[src/rtl/core/svr_pkg.sv]
// Shared types and constants of the sample voice resampler.
// No dependencies; used by svr_front, svr_back and the top level.
package svr_pkg;

  // Item opcodes
  typedef enum logic [1:0] {
    OP_WRITE  = 2'd0,
    OP_START  = 2'd1,
    OP_STOP   = 2'd2,
    OP_RENDER = 2'd3
  } opcode_t;

  // Configuration register indexes
  localparam logic [2:0] REG_LOOP_ENABLE  = 3'd0;
  localparam logic [2:0] REG_STEREO       = 3'd1;
  localparam logic [2:0] REG_START_FRAME  = 3'd2;
  localparam logic [2:0] REG_END_FRAME    = 3'd3;
  localparam logic [2:0] REG_TOTAL_FRAMES = 3'd4;
  localparam logic [2:0] REG_STEP_INC     = 3'd5;
  localparam logic [2:0] REG_VOLUME       = 3'd6;
  localparam logic [2:0] REG_PAN          = 3'd7;

  localparam logic [23:0] STEP_RESET   = 24'd65536;
  localparam logic [14:0] VOLUME_RESET = 15'd16384;

  localparam int CMDQ_DEPTH = 2;

  typedef struct packed {
    logic               loop_enable;
    logic               stereo;
    logic [15:0]        start_frame;
    logic [16:0]        end_frame;
    logic [16:0]        total_frames;
    logic [23:0]        step_inc;
    logic [14:0]        volume;
    logic signed [15:0] pan;
  } cfg_t;

  typedef struct packed {
    opcode_t            op;
    logic [15:0]        address;
    logic signed [15:0] sample;
    logic               hold;
  } cmd_t;

  // Head of the command queue as seen by the back end
  typedef struct packed {
    logic valid;
    cmd_t cmd;
  } q_head_t;

  typedef enum logic [2:0] {
    ST_IDLE,
    ST_RD0,
    ST_RD1,
    ST_DIFF,
    ST_INTERP,
    ST_VOL,
    ST_GAIN,
    ST_FINISH
  } back_state_t;

  // Clamp to 19-bit signed output range
  function automatic logic signed [18:0] sat_out(input logic signed [23:0] v);
    logic signed [18:0] r;
    if (v > 24'sd262143) begin
      r = 19'sd262143;
    end else if (v < -24'sd262144) begin
      r = -19'sd262144;
    end else begin
      r = $signed(v[18:0]);
    end
    return r;
  endfunction

endpackage

[src/rtl/core/svr_front.sv]
// Front end: accepts items, drops out-of-range writes, queues commands.
// Depends on svr_pkg.
module svr_front #(
  parameter int SAMPLE_WORDS = 65536
) (
  input  logic                  clk,
  input  logic                  rst_n,
  input  logic                  in_valid,
  output logic                  in_stall,
  input  logic [1:0]            in_opcode,
  input  logic [15:0]           in_address,
  input  logic signed [15:0]    in_sample_value,
  input  logic                  in_hold,
  input  logic                  pop,
  output svr_pkg::q_head_t      head
);

  svr_pkg::cmd_t q_r [svr_pkg::CMDQ_DEPTH];
  logic          wr_ptr_r, wr_ptr_nxt;
  logic          rd_ptr_r, rd_ptr_nxt;
  logic [1:0]    count_r, count_nxt;
  logic          accept, keep, push;
  svr_pkg::cmd_t cmd_in;

  assign in_stall = (count_r == 2'(svr_pkg::CMDQ_DEPTH));
  assign accept   = in_valid && !in_stall;

  always_comb begin
    cmd_in.op      = svr_pkg::opcode_t'(in_opcode);
    cmd_in.address = in_address;
    cmd_in.sample  = in_sample_value;
    cmd_in.hold    = in_hold;
  end

  // writes past the end of memory have no effect at all
  assign keep = !((cmd_in.op == svr_pkg::OP_WRITE) && !(32'(in_address) < SAMPLE_WORDS));
  assign push = accept && keep;

  always_comb begin
    wr_ptr_nxt = push ? !wr_ptr_r : wr_ptr_r;
    rd_ptr_nxt = pop ? !rd_ptr_r : rd_ptr_r;
    count_nxt  = count_r + 2'(push) - 2'(pop);
  end

  always_ff @(posedge clk) begin
    if (!rst_n) begin
      wr_ptr_r <= 1'b0;
      rd_ptr_r <= 1'b0;
      count_r  <= 2'd0;
    end else begin
      wr_ptr_r <= wr_ptr_nxt;
      rd_ptr_r <= rd_ptr_nxt;
      count_r  <= count_nxt;
    end
  end

  always_ff @(posedge clk) begin
    if (push) begin
      q_r[wr_ptr_r] <= cmd_in;
    end
  end

  assign head.valid = (count_r != 2'd0);
  assign head.cmd   = q_r[rd_ptr_r];

endmodule

[config.mk]
export PLATFORM = sky130hd
export DESIGN_NAME = svr_front
export DESIGN_NICKNAME = d
export VERILOG_FILES = /design/src/rtl/core/svr_pkg.sv /design/src/rtl/core/svr_front.sv
export SDC_FILE = /design/constraint.sdc
export NUM_CORES = 1
export LEC_CHECK = 0
export CAP_MARGIN = 30
export CORE_ASPECT_RATIO = 2
export CORE_MARGIN = 2
export CORE_UTILIZATION = 61
export CTS_CLUSTER_SIZE = 8
export DETAILED_ROUTE_END_ITERATION = 10
export DONT_BUFFER_PORTS = 1
export MAX_ROUTING_LAYER = met4
export PLACE_DENSITY = 0.77
export SLEW_MARGIN = 40
export SYNTH_ARGS = -nofsm -noshare
export SYNTH_HDL_FRONTEND = slang
export SYNTH_SLANG_ARGS = --single-unit
[constraint.sdc]
create_clock -name clk -period 5.83 [get_ports clk]
set_input_delay 0.8745 -clock clk [delete_from_list [all_inputs] [get_ports clk]]
set_output_delay 0.8745 -clock clk [all_outputs]
set_load 0.005 [all_outputs]
=== After elaboration in Yosys (flattened, before gate mapping) ===
Memories as Yosys holds them, arrays and structs flattened. A register that Yosys moved wholly into a read port is not among the register bits.
Index checks and enable logic that the tools add are counted.

* Output and inout bits: 37
* RAM bits: 70
* Logic and storage cells: 16
* Bits of input ports: 39
* Flip-flop bits (word level): 4
* Memories: 1

* Reduce and logical (&&, ||, !) cells: 5
* Eq/ne operators: 1
* Mux-type cells: 4
* Add/sub/neg operators: 2

{| class="wikitable"
|+ Memories
! memory !! words !! bits a word !! rd ports !! clocked after Yosys merged registers in !! wr ports !! RTL line !! RTL
|-
| q_r || 2 || 35 || 1 || 1 || 1 || svr_front.sv:18 || <nowiki>svr_pkg::cmd_t q_r [svr_pkg::CMDQ_DEPTH];</nowiki>
|}

{| class="wikitable"
|+ Operator list
! kind !! number
|-
| $mux 1 || 4
|-
| $logic_not 1->1 || 3
|-
| $add 2x1->2 || 1
|-
| $eq 2x2->1 const B || 1
|-
| $reduce_bool 2->1 || 1
|-
| $sub 2x1->2 || 1
|-
| $logic_and 1x1->1 || 1
|}

=== Logic depth before layout (Yosys ltp) ===
* Word-level depth: 5
* Depth in mapped cells: 8

=== Worst setup path before layout ===
Ideal clock, no wire load.

* Kind: input port to flip-flop
* Start point: in in_valid
* End point: mem q_r[0][0] in the netlist's numbering (enable)
* Setup slack: 2.956 ns
* Stages on the path: 2
* Setup time: 0.427 ns
* Data arrival time: 2.446 ns
* Path through: nand2_1 > nor2_1

* Word-level cells in the longest chain between the ends: 3

{| class="wikitable"
|+ Ends and longest elaborated chain
! element !! RTL line !! RTL
|-
| start: declaration || svr_front.sv:8 || <nowiki>input logic in_valid,</nowiki>
|-
| $logic_and 1x1->1 || svr_front.sv:26 || <nowiki>assign accept = in_valid && !in_stall;</nowiki>
|-
| $mux 1 || svr_front.sv:58 || <nowiki>if (push) begin</nowiki>
|-
| $mux 1 (not written as such) || svr_front.sv:59 || <nowiki>q_r[wr_ptr_r] <= cmd_in;</nowiki>
|-
| end: declaration || svr_front.sv:18 ||
|}

No other way between the ends.

==> metrics.md <==
| Metric | Value |
|---|---|
| Number of buffers between clock root and the deepest sink | 2 |
| Final core utilization | approximately 69% |
| Overall power of the completed layout | approximately 1.3 mW |
| Initial standard-cell utilization of the core | approximately 63% |
| Count of different cell masters after synthesis | 17 |
| Number of buffers created by CTS | 9 |
| Critical Path Start Type | flip-flop |
| Yosys warns | 0 |
| TritonCTS clock tree | done |
| Fraction of layout instances using a drive strength above 1 | a little under two fifths |
| Min-Delay Path Class | flip-flop to flip-flop |
| Routed vias/inst | 5.71 |
| DRC violation count after routing | 0 |
| Routed length per placed instance | around 20 µm |
| Worst-path clk slew | 0.07 ns |
| NumNets Final | approximately 180 |
| Crit path cell chain | mux2_2 |
| Endpoint of the worst hold-timing path | rd_ptr_r |
| Syn Inst Count | about 130 |
| Number of routed nets with antenna violations | 0 |
| Sw Share | about 23% |
| RSZ-0062 raised after global routing | no |
| Area share of the largest cell type after synthesis | 72.3% |
| Count of state elements after synthesis | 75 |
| Arrival time worst endpoint | 1.52 ns |
| Total overflow reported by the global router | 0 |
| Max_slew headroom | a little under 60% |
| Combinational share of power | between 10 and 15% |
| HP Start | rd_ptr_r |
| Required time worst endpoint | 4.96 ns |
| Post-CTS setup buffer count | 0 |
| Initial detailed-routing violation count | 29 |
| Number of H-tree levels | 3 |
| Standard cell core area | roughly 4600 µm² |
| Cell area after synthesis | slightly below 3000 µm² |
| Clock Root Buffer | sky130_fd_sc_hd__clkbuf_8 |
| Die Height | just over 100 µm |
| Die Outline Area | around 5400 µm² |
| I/O pin total | 76 |
| Placed wire-length estimate after detailed placement | between 2000 and 3000 µm |
| Antenna diode instance count | 0 |
| Via count of the first global-routing pass | ~1200 |
| Initial antenna violation count | 0 |
| Sequential share of power | a little over half |
| Most area-consuming cells after synthesis | sky130_fd_sc_hd__edfxtp_1 72%, sky130_fd_sc_hd__mux2_4 15%, sky130_fd_sc_hd__dfxtp_1 3.4% |
| Worst Hold Path Cells | 2 |
| Fin. Hold Viols | 0 |
| Area growth from synthesis to layout | 8.87% |
| CTS sink cnt | 75 |
| Clock Latency Late Sink | 0.34 ns |
| Highest ir drop seen on vdd | between 0.3 and 0.4 mV |
| Category of the most critical setup path | flip-flop to output pin |
| Sum of routed wire length over all layers | 4110 µm |
| Post-placement cell area | ~2900 µm² |
| Die span in x | around 53 µm |
| Leak Pwr | 1.13 nW |
| Number of instances resized during post-cts repair | 0 |
| Commonest register cell after synthesis | sky130_fd_sc_hd__edfxtp_1 |
| Average instance area after synthesis | between 20 and 25 µm² |
| Largest area contributor in the netlist | sky130_fd_sc_hd__edfxtp_1 |
| Iteration count of the initial detailed-routing pass | 4 |
| Cell family with most CP delay | flip-flops |
| Final critical delay including setup and external delays | roughly 2.4 ns |
| Max-slew violation total from the final report | 0 |
| Internal power | between 1 and 1.5 mW |
| Setup-failing EPs final | 0 |
| Global placement routability congestion | between 0.5 and 0.6 |
| Top cell types by occurrence after synthesis | 70 x sky130_fd_sc_hd__edfxtp_1, 30 x sky130_fd_sc_hd__mux2_4, 5 x sky130_fd_sc_hd__dfxtp_1, 5 x sky130_fd_sc_hd__mux2_2, 4 x sky130_fd_sc_hd__nor2_1 |
| Dominant cell by count in the synthesized netlist | sky130_fd_sc_hd__edfxtp_1 |
| Global-route usage over all layers | 17.2% |
| Row cnt | 35 |
| Crit path buf inv count | 0 |
| Post-route cell area | 3160 µm² |
| Count of hold buffers inserted by post-cts repair | 0 |
| Highest-delay cell along the critical path | sky130_fd_sc_hd__dfxtp_4 |
| Result of the run | complete, no violations |
| Largest fanout on the critical path | 35 |
| Reg-to-Reg Start | count_r[0] |
| Worst clock skew | between 0.007 and 0.008 ns |
| Measured slew at the worst slew-check pin | between 0.6 and 0.7 ns |
| Number of cells on the worst reg-to-reg path | 8 |
| Worst-case register-to-register setup slack | 4.12 ns |
| Destination of the worst register-to-register timing path | count_r[1] |
| Count of flip-flops with a built-in enable after synthesis | 70 |
| Number of nets in the synthesized netlist | roughly 180 |
| Final period utilization | ~40% |
| Register area share after synthesis | 75.8% |
| Footprint of the flip-flops and latches | about 2200 µm² |
| Multi-input combinational cell area | 634 µm² |
| Power per Cell Area | ~410 nW/µm² |
| Final-layout setup total negative slack | 0 ns |
| Achievable Freq | roughly 420 MHz |
| Proportion of register bits with asynchronous set or reset after synthesis | 0% |
| Pin count of the biggest net entering global routing | 36 |
| Net switching component of the power | ~0.29 mW |
| Vias | 1153 |
| Critical Path End Type | output pin |
| Number of filler instances in the final layout | 304 |
| Crit path largest cell delay | ~0.75 ns |
| Clk pwr share | between 30% and 40% |
| First-pass GRT wire length | 5840 µm |
| Number of buffers added on ports | 0 |
| Max-capacitance violation count | 0 |
[layout make-up]
| class | instances | share of cell area (%) |
|---|---|---|
| sequential | 75 | 69.7 |
| multi-input combinational | 52 | 20.0 |
| clock buffer | 9 | 3.91 |
| clock inverter | 7 | 2.93 |
| tap | 55 | 2.17 |
| timing repair buffer | 1 | 0.870 |
| inverter | 3 | 0.356 |
[metrics by stage]
step,cells,worst slack [ns],hold WS (ns)
2_1_floorplan,134,2.96,0.455
3_3_place_gp,185,3.48,0.497
3_5_place_dp,186,3.77,0.528
4_1_cts,202,3.39,0.547
5_1_grt,202,3.35,0.574
6_report,202,3.43,0.551
[registers in the layout, indices dropped and copies added, names as in the netlist, named ones only]
signal / cells
wr_ptr_r: 1
count_r: 2
rd_ptr_r: 1
q_r: 70
[kinds of logic after synthesis]
group | after synthesis | share of synthesized area, %
XOR/XNOR | 3 | 0.904
adder cells (fa/ha/maj) | 2 | 0.861
buffers and inverters | 7 | 2.84
flip-flops | 75 | 75.8
multiplexers | 36 | 17.8
AND/OR/NAND/NOR | 11 | 1.85
[power by group through the flow]
stage	Clock (mW)	Sequential [mW]	Combinational, mW
2_1_floorplan	0	0.711	0.157
3_3_place_gp	0	0.725	0.161
3_5_place_dp	0	0.730	0.182
4_1_cts	0.423	0.718	0.183
5_1_grt	0.444	0.723	0.196
6_report	0.411	0.717	0.180
[how the worst max path moves through the flow]
stage,startpoint,endpoint,slack [ns],cells past startpoint
finish,flip-flop,head[3],3.43,1
global route,flip-flop,head[3],3.35,1
CTS,flip-flop,head[3],3.39,1
detailed placement,flip-flop,head[3],3.77,1
global placement,flip-flop,head[0],3.48,1
floorplan,in_valid,q_r[0][0],2.96,2
[cell usage in the layout, fill, tap and decap left out]
master                       instances
sky130_fd_sc_hd__nor2_1              3
sky130_fd_sc_hd__and3_4              1
sky130_fd_sc_hd__nor2_4              1
sky130_fd_sc_hd__clkinvlp_4          3
sky130_fd_sc_hd__mux2i_1             1
sky130_fd_sc_hd__nand2b_1            2
sky130_fd_sc_hd__bufinv_16           2
sky130_fd_sc_hd__or2_2               1
sky130_fd_sc_hd__and2_1              1
sky130_fd_sc_hd__xor2_1              1
sky130_fd_sc_hd__ha_1                2
sky130_fd_sc_hd__dfxtp_4             1
sky130_fd_sc_hd__inv_1               3
sky130_fd_sc_hd__clkinv_2            2
sky130_fd_sc_hd__dfxtp_1             4
sky130_fd_sc_hd__clkbuf_8            9
sky130_fd_sc_hd__mux2_2              5
sky130_fd_sc_hd__nand2_1             2
sky130_fd_sc_hd__xnor2_1             2
sky130_fd_sc_hd__buf_16              1
sky130_fd_sc_hd__mux2_4             30
sky130_fd_sc_hd__edfxtp_1           70
[layer usage]
metal | GRT usage [%] | routed length, µm | vias up
li1 | - | - | 526
met1 | 13.9 | 1240 | 558
met2 | 29.3 | 2330 | 60
met3 | 8.85 | 435 | 9
met4 | 9.47 | 96 | 0
met5 | - | 0 | -
Note: power is estimated with default switching activity, not from simulation.
